`config.mk`:
```
export PLATFORM = sky130hd
export DESIGN_NAME = overwrite_oldest_history_ring_core
export DESIGN_NICKNAME = d
export VERILOG_FILES = /design/src/sv/oohr_pkg.sv /design/src/sv/oohr_front.sv /design/src/sv/oohr_queue.sv /design/src/sv/oohr_back.sv /design/src/sv/overwrite_oldest_history_ring_core.sv
export SDC_FILE = /design/constraint.sdc
export NUM_CORES = 2
export LEC_CHECK = 0
export BUFFER_PORTS_ARGS = -buffer_cell sky130_fd_sc_hd__buf_2
export CELL_PAD_IN_SITES_DETAIL_PLACEMENT = 1
export CELL_PAD_IN_SITES_GLOBAL_PLACEMENT = 2
export CORE_AREA = 2 2 549 1097
export DETAILED_ROUTE_END_ITERATION = 8
export DIE_AREA = 0 0 551 1099
export GPL_TIMING_DRIVEN = 0
export PLACE_DENSITY_LB_ADDON = 0.1
export SYNTH_ARGS = -nofsm -noshare
export SYNTH_HDL_FRONTEND = slang
export SYNTH_MEMORY_MAX_BITS = 65536
export SYNTH_SLANG_ARGS = --single-unit
```
`constraint.sdc`:
```
create_clock -name clk -period 5.3 [get_ports clk]
set_clock_uncertainty 0.1 [all_clocks]
set_input_delay 0.53 -clock clk [delete_from_list [all_inputs] [get_ports clk]]
set_output_delay 0.53 -clock clk [all_outputs]
set_load 0.05 [all_outputs]
```
`src/sv/oohr_pkg.sv`:
```
// ----------------------------------------------------------------------------
// oohr_pkg
// Shared types and constants for the overwrite-oldest history ring.
// ----------------------------------------------------------------------------
package oohr_pkg;

    // Default sizing of the ring
    localparam int DEPTH_DEF       = 64;
    localparam int RECORD_BITS_DEF = 64;

    // Upper bound on DEPTH; sizes the address field of a queued operation
    localparam int DEPTH_MAX  = 64;
    localparam int ADDR_W_MAX = $clog2(DEPTH_MAX);

    // Fixed port widths
    localparam int CMD_W   = 2;
    localparam int REC_W   = 64;
    localparam int POS_W   = 7;

    // Command queue between front and back (power of two)
    localparam int QDEPTH  = 4;
    localparam int QPTR_W  = $clog2(QDEPTH);

    // Command codes
    typedef enum logic [CMD_W-1:0] {
        CMD_PUSH    = 2'd0,
        CMD_READ    = 2'd1,
        CMD_HISTORY = 2'd2,
        CMD_CLEAR   = 2'd3
    } cmd_t;

    // Work handed from the front to the back
    typedef enum logic [1:0] {
        OP_WRITE = 2'd0,  // store record, acknowledge
        OP_EMPTY = 2'd1,  // single result with nothing read
        OP_READ  = 2'd2,  // single read of one slot
        OP_BURST = 2'd3   // run of reads, newest first
    } op_kind_t;

    typedef struct packed {
        op_kind_t              kind;
        logic [ADDR_W_MAX-1:0] addr;   // slot written/read, or first of burst
        logic [POS_W-1:0]      len;    // burst length
        logic [POS_W-1:0]      count;  // entries held after the command
        logic                  full;
    } op_t;

endpackage

```
`src/sv/oohr_front.sv`:
```
// ----------------------------------------------------------------------------
// oohr_front
// Accepts commands, keeps the ring pointers and count, and turns each item
// into one queued operation with its slot address already resolved.
// ----------------------------------------------------------------------------
module oohr_front #(
    parameter int DEPTH       = oohr_pkg::DEPTH_DEF,
    parameter int RECORD_BITS = oohr_pkg::RECORD_BITS_DEF
) (
    input  logic                         clk,
    input  logic                         rst_n,
    input  logic                         in_valid,
    output logic                         in_ready,
    input  logic [oohr_pkg::CMD_W-1:0]   cmd,
    input  logic [oohr_pkg::REC_W-1:0]   record,
    input  logic [oohr_pkg::POS_W-1:0]   position,
    output logic                         q_push,
    input  logic                         q_full,
    output oohr_pkg::op_t                q_op,
    output logic [RECORD_BITS-1:0]       q_rec
);
    import oohr_pkg::*;

    localparam int PTR_W = (DEPTH > 1) ? $clog2(DEPTH) : 1;
    localparam int CNT_W = $clog2(DEPTH + 1);
    localparam logic [PTR_W-1:0] LAST_SLOT = PTR_W'(DEPTH - 1);
    localparam logic [CNT_W-1:0] FULL_CNT  = CNT_W'(DEPTH);
    localparam logic [POS_W:0]   DEPTH_SUM = (POS_W + 1)'(DEPTH);

    logic [PTR_W-1:0] wp_reg, wp_next;
    logic [PTR_W-1:0] old_reg, old_next;
    logic [CNT_W-1:0] count_reg, count_next;
    logic             full_reg, full_next;

    logic             accept;
    logic [PTR_W-1:0] wp_inc;
    logic [PTR_W-1:0] old_inc;
    logic [PTR_W-1:0] wp_dec;
    logic [POS_W-1:0] count_pos;
    logic [POS_W:0]   rd_sum;
    logic [POS_W:0]   rd_wrap;
    logic [POS_W-1:0] hist_n;
    logic [CNT_W-1:0] count_inc;

    assign in_ready = !q_full;
    assign accept   = in_valid && !q_full;
    assign q_push   = accept;
    assign q_rec    = record[RECORD_BITS-1:0];

    // Pointer arithmetic with wrap at DEPTH
    assign wp_inc    = (wp_reg == LAST_SLOT) ? '0 : wp_reg + 1'b1;
    assign old_inc   = (old_reg == LAST_SLOT) ? '0 : old_reg + 1'b1;
    assign wp_dec    = (wp_reg == '0) ? LAST_SLOT : wp_reg - 1'b1;
    assign count_pos = POS_W'(count_reg);
    assign count_inc = count_reg + 1'b1;

    // Offset from oldest: sum stays below twice DEPTH when in range
    assign rd_sum  = (POS_W + 1)'(old_reg) + (POS_W + 1)'(position);
    assign rd_wrap = (rd_sum >= DEPTH_SUM) ? rd_sum - DEPTH_SUM : rd_sum;

    // History length saturates at the stored count
    assign hist_n = (position < count_pos) ? position : count_pos;

    // Command decode and next state
    always_comb
    begin
        wp_next    = wp_reg;
        old_next   = old_reg;
        count_next = count_reg;
        full_next  = full_reg;
        q_op.kind  = OP_EMPTY;
        q_op.addr  = '0;
        q_op.len   = '0;
        unique case (cmd_t'(cmd))
            CMD_PUSH:
            begin
                q_op.kind = OP_WRITE;
                q_op.addr = ADDR_W_MAX'(wp_reg);
                wp_next   = wp_inc;
                if (full_reg)
                begin
                    old_next = old_inc;
                end
                else
                begin
                    count_next = count_inc;
                    full_next  = (count_inc == FULL_CNT);
                end
            end
            CMD_READ:
            begin
                if (position < count_pos)
                begin
                    q_op.kind = OP_READ;
                    q_op.addr = ADDR_W_MAX'(rd_wrap[PTR_W-1:0]);
                end
            end
            CMD_HISTORY:
            begin
                if (hist_n != '0)
                begin
                    q_op.kind = OP_BURST;
                    q_op.addr = ADDR_W_MAX'(wp_dec);
                    q_op.len  = hist_n;
                end
            end
            CMD_CLEAR:
            begin
                wp_next    = '0;
                old_next   = '0;
                count_next = '0;
                full_next  = 1'b0;
            end
            default:
            begin
                q_op.kind = OP_EMPTY;
            end
        endcase
        q_op.count = POS_W'(count_next);
        q_op.full  = full_next;
    end

    // Ring state
    always_ff @(posedge clk or negedge rst_n)
    begin
        if (!rst_n)
        begin
            wp_reg    <= '0;
            old_reg   <= '0;
            count_reg <= '0;
            full_reg  <= 1'b0;
        end
        else if (accept)
        begin
            wp_reg    <= wp_next;
            old_reg   <= old_next;
            count_reg <= count_next;
            full_reg  <= full_next;
        end
    end

    // Full flag tracks the count exactly
    assert property (@(posedge clk) disable iff (!rst_n)
        full_reg |-> count_reg == FULL_CNT)
        else $error("full flag set without a full count");

    assert property (@(posedge clk) disable iff (!rst_n)
        !full_reg |-> count_reg < FULL_CNT)
        else $error("count reached depth without full flag");

    // Clear returns every pointer to the start
    assert property (@(posedge clk) disable iff (!rst_n)
        accept && cmd == CMD_CLEAR |=> count_reg == '0 && wp_reg == '0 && old_reg == '0)
        else $error("clear left ring state behind");

endmodule

```
`src/sv/oohr_queue.sv`:
```
// ----------------------------------------------------------------------------
// oohr_queue
// Short first-in first-out queue of operations between front and back.
// ----------------------------------------------------------------------------
module oohr_queue #(
    parameter int W = 8
) (
    input  logic         clk,
    input  logic         rst_n,
    input  logic         push,
    input  logic [W-1:0] push_data,
    output logic         full,
    input  logic         pop,
    output logic         not_empty,
    output logic [W-1:0] head
);
    import oohr_pkg::*;

    logic [W-1:0]      store_reg [QDEPTH];
    logic [QPTR_W-1:0] wr_ptr_reg;
    logic [QPTR_W-1:0] rd_ptr_reg;
    logic [QPTR_W:0]   fill_reg;

    assign full      = (fill_reg == (QPTR_W + 1)'(QDEPTH));
    assign not_empty = (fill_reg != '0);
    assign head      = store_reg[rd_ptr_reg];

    // Entry storage
    always_ff @(posedge clk)
    begin
        if (push)
        begin
            store_reg[wr_ptr_reg] <= push_data;
        end
    end

    // Pointers and fill level
    always_ff @(posedge clk or negedge rst_n)
    begin
        if (!rst_n)
        begin
            wr_ptr_reg <= '0;
            rd_ptr_reg <= '0;
            fill_reg   <= '0;
        end
        else
        begin
            if (push)
            begin
                wr_ptr_reg <= wr_ptr_reg + 1'b1;
            end
            if (pop)
            begin
                rd_ptr_reg <= rd_ptr_reg + 1'b1;
            end
            case ({push, pop})
                2'b10:   fill_reg <= fill_reg + 1'b1;
                2'b01:   fill_reg <= fill_reg - 1'b1;
                default: fill_reg <= fill_reg;
            endcase
        end
    end

endmodule

```
`src/sv/oohr_back.sv`:
```
// ----------------------------------------------------------------------------
// oohr_back
// Executes queued operations against the slot memory: writes records,
// single reads and newest-first bursts, and drives the result register.
// ----------------------------------------------------------------------------
module oohr_back #(
    parameter int DEPTH       = oohr_pkg::DEPTH_DEF,
    parameter int RECORD_BITS = oohr_pkg::RECORD_BITS_DEF
) (
    input  logic                        clk,
    input  logic                        rst_n,
    input  logic                        q_valid,
    input  oohr_pkg::op_t               q_op,
    input  logic [RECORD_BITS-1:0]      q_rec,
    output logic                        q_pop,
    output logic                        out_valid,
    input  logic                        out_ready,
    output logic                        valid_res,
    output logic [oohr_pkg::REC_W-1:0]  record_out,
    output logic [oohr_pkg::POS_W-1:0]  stored_count,
    output logic                        is_full,
    output logic                        last
);
    import oohr_pkg::*;

    localparam int PTR_W = (DEPTH > 1) ? $clog2(DEPTH) : 1;
    localparam logic [PTR_W-1:0] LAST_SLOT = PTR_W'(DEPTH - 1);

    // Slot memory
    logic [RECORD_BITS-1:0] mem [DEPTH];
    logic [RECORD_BITS-1:0] rd_data_reg;

    // Burst sequencer
    logic             busy_reg;
    logic [PTR_W-1:0] bur_addr_reg;
    logic [POS_W-1:0] bur_left_reg;
    logic [POS_W-1:0] bur_count_reg;
    logic             bur_full_reg;

    // Read stage
    logic             s1_valid_reg;
    logic             s1_hit_reg;
    logic             s1_last_reg;
    logic [POS_W-1:0] s1_count_reg;
    logic             s1_full_reg;

    // Result register
    logic                   out_valid_reg;
    logic                   out_hit_reg;
    logic [RECORD_BITS-1:0] out_rec_reg;
    logic [POS_W-1:0]       out_count_reg;
    logic                   out_full_reg;
    logic                   out_last_reg;

    logic             s1_adv;
    logic             issue;
    logic [PTR_W-1:0] src_addr;
    logic [PTR_W-1:0] src_dec;
    logic             src_read;
    logic             src_write;
    logic             src_last;
    logic [POS_W-1:0] src_count;
    logic             src_full;
    logic             start_burst;

    // Stage handshakes
    assign s1_adv = s1_valid_reg && (!out_valid_reg || out_ready);
    assign issue  = (!s1_valid_reg || s1_adv) && (busy_reg || q_valid);
    assign q_pop  = issue && !busy_reg;

    // Select the burst sequencer or the queue head
    always_comb
    begin
        if (busy_reg)
        begin
            src_addr  = bur_addr_reg;
            src_read  = 1'b1;
            src_write = 1'b0;
            src_last  = (bur_left_reg == POS_W'(1));
            src_count = bur_count_reg;
            src_full  = bur_full_reg;
        end
        else
        begin
            src_addr  = q_op.addr[PTR_W-1:0];
            src_read  = (q_op.kind == OP_READ) || (q_op.kind == OP_BURST);
            src_write = (q_op.kind == OP_WRITE);
            src_last  = (q_op.kind != OP_BURST) || (q_op.len == POS_W'(1));
            src_count = q_op.count;
            src_full  = q_op.full;
        end
    end

    assign src_dec     = (src_addr == '0) ? LAST_SLOT : src_addr - 1'b1;
    assign start_burst = q_pop && (q_op.kind == OP_BURST) && (q_op.len != POS_W'(1));

    // Memory port: one write or one registered read per issue
    always_ff @(posedge clk)
    begin
        if (issue && src_write)
        begin
            mem[src_addr] <= q_rec;
        end
        if (issue && src_read)
        begin
            rd_data_reg <= mem[src_addr];
        end
    end

    // Burst sequencer: walks from newest towards oldest
    always_ff @(posedge clk or negedge rst_n)
    begin
        if (!rst_n)
        begin
            busy_reg     <= 1'b0;
            bur_addr_reg <= '0;
            bur_left_reg <= '0;
        end
        else if (issue)
        begin
            if (busy_reg)
            begin
                busy_reg     <= (bur_left_reg != POS_W'(1));
                bur_addr_reg <= src_dec;
                bur_left_reg <= bur_left_reg - 1'b1;
            end
            else if (start_burst)
            begin
                busy_reg     <= 1'b1;
                bur_addr_reg <= src_dec;
                bur_left_reg <= q_op.len - 1'b1;
            end
        end
    end

    // Burst status is constant over the run
    always_ff @(posedge clk)
    begin
        if (start_burst)
        begin
            bur_count_reg <= q_op.count;
            bur_full_reg  <= q_op.full;
        end
    end

    // Read stage control
    always_ff @(posedge clk or negedge rst_n)
    begin
        if (!rst_n)
        begin
            s1_valid_reg <= 1'b0;
        end
        else if (issue)
        begin
            s1_valid_reg <= 1'b1;
        end
        else if (s1_adv)
        begin
            s1_valid_reg <= 1'b0;
        end
    end

    always_ff @(posedge clk)
    begin
        if (issue)
        begin
            s1_hit_reg   <= src_read;
            s1_last_reg  <= src_last;
            s1_count_reg <= src_count;
            s1_full_reg  <= src_full;
        end
    end

    // Result register control
    always_ff @(posedge clk or negedge rst_n)
    begin
        if (!rst_n)
        begin
            out_valid_reg <= 1'b0;
        end
        else if (s1_adv)
        begin
            out_valid_reg <= 1'b1;
        end
        else if (out_ready)
        begin
            out_valid_reg <= 1'b0;
        end
    end

    always_ff @(posedge clk)
    begin
        if (s1_adv)
        begin
            out_hit_reg   <= s1_hit_reg;
            out_rec_reg   <= s1_hit_reg ? rd_data_reg : '0;
            out_count_reg <= s1_count_reg;
            out_full_reg  <= s1_full_reg;
            out_last_reg  <= s1_last_reg;
        end
    end

    assign out_valid    = out_valid_reg;
    assign valid_res    = out_hit_reg;
    assign record_out   = REC_W'(out_rec_reg);
    assign stored_count = out_count_reg;
    assign is_full      = out_full_reg;
    assign last         = out_last_reg;

    // A running burst always has entries left
    assert property (@(posedge clk) disable iff (!rst_n)
        busy_reg |-> bur_left_reg != '0)
        else $error("burst sequencer busy with nothing left");

    // Results without a stored entry carry a zero record
    assert property (@(posedge clk) disable iff (!rst_n)
        out_valid_reg && !out_hit_reg |-> out_rec_reg == '0)
        else $error("non-read result carries record data");

    // The queue is only drained between bursts
    assert property (@(posedge clk) disable iff (!rst_n)
        q_pop |-> q_valid && !busy_reg)
        else $error("queue popped while empty or mid-burst");

endmodule

```
`src/sv/overwrite_oldest_history_ring_core.sv`:
```
// ----------------------------------------------------------------------------
// overwrite_oldest_history_ring_core
// History ring of records that overwrites its oldest entry when full.
// ----------------------------------------------------------------------------
// Usage:
//   Input channel (in_valid/in_ready) takes one command item: cmd, record,
//   position. Push stores a record, read returns the entry at an offset
//   from the oldest, history returns up to position newest entries newest
//   first, clear empties the ring. Output channel (out_valid/out_ready)
//   delivers result items; last marks the final result of a command.
//   The first result comes from the result register, after the operation
//   queue and the read stage. Throughput: one command per cycle for push,
//   read and clear while results are taken; a history burst holds the queue
//   while the burst sequencer steps the single memory read port, one read per result.
//   A four-entry command queue sits between the command front and the
//   memory back, so commands keep being accepted while results stall;
//   in_ready drops only once that queue is full. A stalled receiver holds
//   the result register and the read stage behind it.
//   Reset empties the ring, the queue and the pipeline; slot contents are
//   not cleared, and no slot is read before it has been written.
// ----------------------------------------------------------------------------
module overwrite_oldest_history_ring_core #(
    parameter int DEPTH       = oohr_pkg::DEPTH_DEF,
    parameter int RECORD_BITS = oohr_pkg::RECORD_BITS_DEF
) (
    input  logic                        clk,
    input  logic                        rst_n,
    input  logic                        in_valid,
    output logic                        in_ready,
    input  logic [oohr_pkg::CMD_W-1:0]  cmd,
    input  logic [oohr_pkg::REC_W-1:0]  record,
    input  logic [oohr_pkg::POS_W-1:0]  position,
    output logic                        out_valid,
    input  logic                        out_ready,
    output logic                        valid_res,
    output logic [oohr_pkg::REC_W-1:0]  record_out,
    output logic [oohr_pkg::POS_W-1:0]  stored_count,
    output logic                        is_full,
    output logic                        last
);
    import oohr_pkg::*;

    localparam int QW = $bits(op_t) + RECORD_BITS;

    logic                   q_push;
    logic                   q_full;
    logic                   q_pop;
    logic                   q_valid;
    op_t                    f_op;
    logic [RECORD_BITS-1:0] f_rec;
    op_t                    b_op;
    logic [RECORD_BITS-1:0] b_rec;
    logic [QW-1:0]          q_in;
    logic [QW-1:0]          q_head;

    assign q_in          = {f_op, f_rec};
    assign {b_op, b_rec} = q_head;

    // Command front
    oohr_front #(
        .DEPTH       (DEPTH),
        .RECORD_BITS (RECORD_BITS)
    ) u_front (
        .clk      (clk),
        .rst_n    (rst_n),
        .in_valid (in_valid),
        .in_ready (in_ready),
        .cmd      (cmd),
        .record   (record),
        .position (position),
        .q_push   (q_push),
        .q_full   (q_full),
        .q_op     (f_op),
        .q_rec    (f_rec)
    );

    // Operation queue
    oohr_queue #(
        .W (QW)
    ) u_queue (
        .clk       (clk),
        .rst_n     (rst_n),
        .push      (q_push),
        .push_data (q_in),
        .full      (q_full),
        .pop       (q_pop),
        .not_empty (q_valid),
        .head      (q_head)
    );

    // Memory back end
    oohr_back #(
        .DEPTH       (DEPTH),
        .RECORD_BITS (RECORD_BITS)
    ) u_back (
        .clk          (clk),
        .rst_n        (rst_n),
        .q_valid      (q_valid),
        .q_op         (b_op),
        .q_rec        (b_rec),
        .q_pop        (q_pop),
        .out_valid    (out_valid),
        .out_ready    (out_ready),
        .valid_res    (valid_res),
        .record_out   (record_out),
        .stored_count (stored_count),
        .is_full      (is_full),
        .last         (last)
    );

endmodule

```
==> results.json <==
{
  "nets": 11850,
  "synth_top_area_share_pct": 77.23,
  "synth.most_common_cell": "edfxtp_1",
  "fmax_mhz": 188.8,
  "antenna_found_initial": 87,
  "setup_slack_ps": 4.432,
  "syn2layout_area_growth_pct": 19.05,
  "drcViolationCount": 0,
  "grt_usage_pct": 24.92,
  "rsz0062_at_grt": "no",
  "grt_overflow": 0,
  "min_path_cells": 2,
  "ios": 153,
  "place_ws_ps": -1330,
  "syn_area_um2": 178900,
  "dp_hpwl_mm": 550.5,
  "critPathLaunchType": "register",
  "clk_latency_ps": 1080,
  "yosys-top-cells-area": "edfxtp_1, mux2i_1, a221oi_1",
  "holdWs_ps": 112.3,
  "final-hold-violation-count": 0,
  "routed_wl_mm": 764.9,
  "p_per_area_nw_per_um2": 687.1,
  "cts_sinks": 4643,
  "grt_pass1_wl_mm": 1015,
  "synth_commonest_cells": "edfxtp_1, nand2_1, a21oi_1, mux2i_1, a221oi_1",
  "grt_pass1_vias": 110600,
  "end_kind": "register",
  "p_leak_nw": 69.28,
  "rr_worst_depth": 12,
  "yosysSeqAreaShare_pct": 77.83,
  "slowest_delay_ps": 670,
  "status": "finished clean",
  "via_per_inst": 5.310,
  "initial_core_util_pct": 29.93,
  "tns_ps": 0,
  "antenna_left": 0,
  "max-slew-margin-rel_pct": 4.593,
  "fin_crit_sh_pct": 99.92,
  "ys_ff_latch": 4643,
  "syn_nets": 10830,
  "fin_crit_ps": 5296,
  "cts_buffers": 465,
  "cts_tree": "done",
  "drv_slew": 0,
  "die_h_mm": 1.099,
  "finalSetupViolCount": 0,
  "path_cells": "buf_4 > nor2_1 > a221oi_1 > o32a_1 > buf_2 > nand2b_1 > clkbuf_4 > buf_2 > clkbuf_2 > a221oi_1 > nor4_2 > nand3_1",
  "first_pass_iters": 6,
  "io_buffers": 152,
  "die_x_um": 551,
  "first_iter_violations": 9685,
  "cp_slowest_cell": "buf_2",
  "synth_edf_count": 4600,
  "crit_cells": 12,
  "syn_inst": 10720,
  "postSynth.asyncResetShare_pct": 0.9261,
  "max-vdd-ir-drop_mv": 0.7195,
  "tightest_slew_ps": 1431,
  "crit_family": "buffers and inverters",
  "coreArea_um2": 597500,
  "yosys_warnings": 0,
  "synth_ff_type": "edfxtp_1",
  "h-tree-depth": 5,
  "worstPathArrival_ps": 5800,
  "cts_buffer_depth": 5,
  "syn_area_per_cell_um2": 16.68,
  "utilization_pct": 35.63,
  "drive_above_1_share_pct": 14.87,
  "largest_reg_flops": 4096,
  "required_ps": 5800,
  "dieArea_um2": 605500,
  "drv_cap": 0,
  "worstSetupPathType": "reg2reg",
  "path_buf_inv": 5,
  "cts-root-buf": "clkbuf_16",
  "synth_top_area_cell": "edfxtp_1",
  "routedWlPerCell_um": 38.16,
  "num_rows": 402,
  "grt_max_degree": 65,
  "clk_pin_slew_ps": 60,
  "place_congestion": 0.8068,
  "synth_cell_types": 75,
  "hp-class": "in2reg",
  "vias": 106400,
  "cp_max_fo": 10
}
-- stage by stage --
step | total power (W) | std cells | cell area, um2
floorplan | 0.07818 | 10720 | 178900
global placement | 0.1122 | 18750 | 189500
detailed placement | 0.1139 | 19040 | 196200
CTS | 0.1477 | 19960 | 212500
global route | 0.1507 | 19990 | 212800
finish | 0.1463 | 20040 | 212900
-- area by class of cell --
cell class	count	area (um2)
diodes	71	177.7
repair buffers	558	7930
fillers	59970	384600
inverters	33	123.9
clock buffers	555	12060
multi-input cells	5318	37470
plain buffers	726	3500
well taps	7878	9857
flip-flops and latches	4643	139200
clock inverters	262	2596
-- where the power goes --
| group | internal, W | leakage [nW] | total [W] | switching (W) |
|---|---|---|---|---|
| registers | 0.0488 | 42.1 | 0.0493 | 0.000483 |
| clock network | 0.0186 | 7.14 | 0.0333 | 0.0147 |
| logic | 0.0135 | 20.1 | 0.0637 | 0.0502 |
| total | 0.0809 | 69.3 | 0.146 | 0.0654 |
-- worst reg2reg max path: stages (launching register included) --
cell and delay (ps):
dfrtp_1 430, buf_4 230, nor2_1 70, a221oi_1 410, o32a_1 230, buf_2 300, nand2b_1 170, clkbuf_4 440
buf_2 710, clkbuf_2 560, a221oi_1 140, nor4_2 560, nand3_1 520
-- logic make-up after synthesis --
family	share of synthesized area (%)
and+or+nand+nor	4.969
muxes	6.565
AOI/OAI and AO/OA	8.414
xor gates and xnor gates	0.09794
adders and majority gates	0.2322
buffers and inverters	1.891
DFF	77.83
-- per-layer routing --
metal	up-vias	part of all wire [%]	global-route usage, %
met5	-	0.013	0
met4	14	4.4	10.08
met3	913	4.0	2.682
met2	3076	53	45.92
met1	57500	38	29.23
li1	44930	-	-
-- cells in the final DEF (no fill, tap or decap), types with 33 or more instances in the layout --
master,n
a21oi_1,1058
a221oi_1,932
a31oi_1,67
and2_1,70
buf_1,51
buf_12,251
buf_16,39
buf_2,379
buf_4,88
bufinv_16,50
clkbuf_1,380
clkbuf_16,469
clkbuf_2,70
clkinv_1,103
clkinv_2,77
dfrtp_1,42
diode_2,71
dlygate4sd3_1,75
edfxtp_1,4600
mux2i_1,966
mux4_4,57
nand2_1,1285
nand3_1,122
nand3b_1,57
nor2_1,99
nor2_4,64
nor4_1,141
nor4_2,35
o21ai_0,33
-- worst paths after layout --
path / from / endpoint / slack, ps
worst max-delay path: u_queue.rd_ptr_reg[1] / u_back.rd_data_reg[1] / 4
worst min-delay path: record[39] / u_queue.store_reg[1][39] / 110
worst max register to register: u_queue.rd_ptr_reg[1] / u_back.rd_data_reg[1] / 4
worst min register to register: u_back.s1_count_reg[2] / u_back.stored_count[2] / 320
max in group asynchronous: rst_n / u_back.busy_reg / 4140
min in group asynchronous: rst_n / u_front.count_pos[1] / 380
-- repair_timing --
| action | in CTS | in global routing |
|---|---|---|
| buffers inserted | 32 | 11 |
| cloned | 0 | 0 |
| pin swaps | 19 | 6 |
| hold buffers | 74 | 1 |
| hold endpoints to repair | 349 | 13 |
| gates resized for setup | 163 | 34 |
| setup endpoints to repair | 3465 | 231 |
Power figures use the tool's default switching activity.
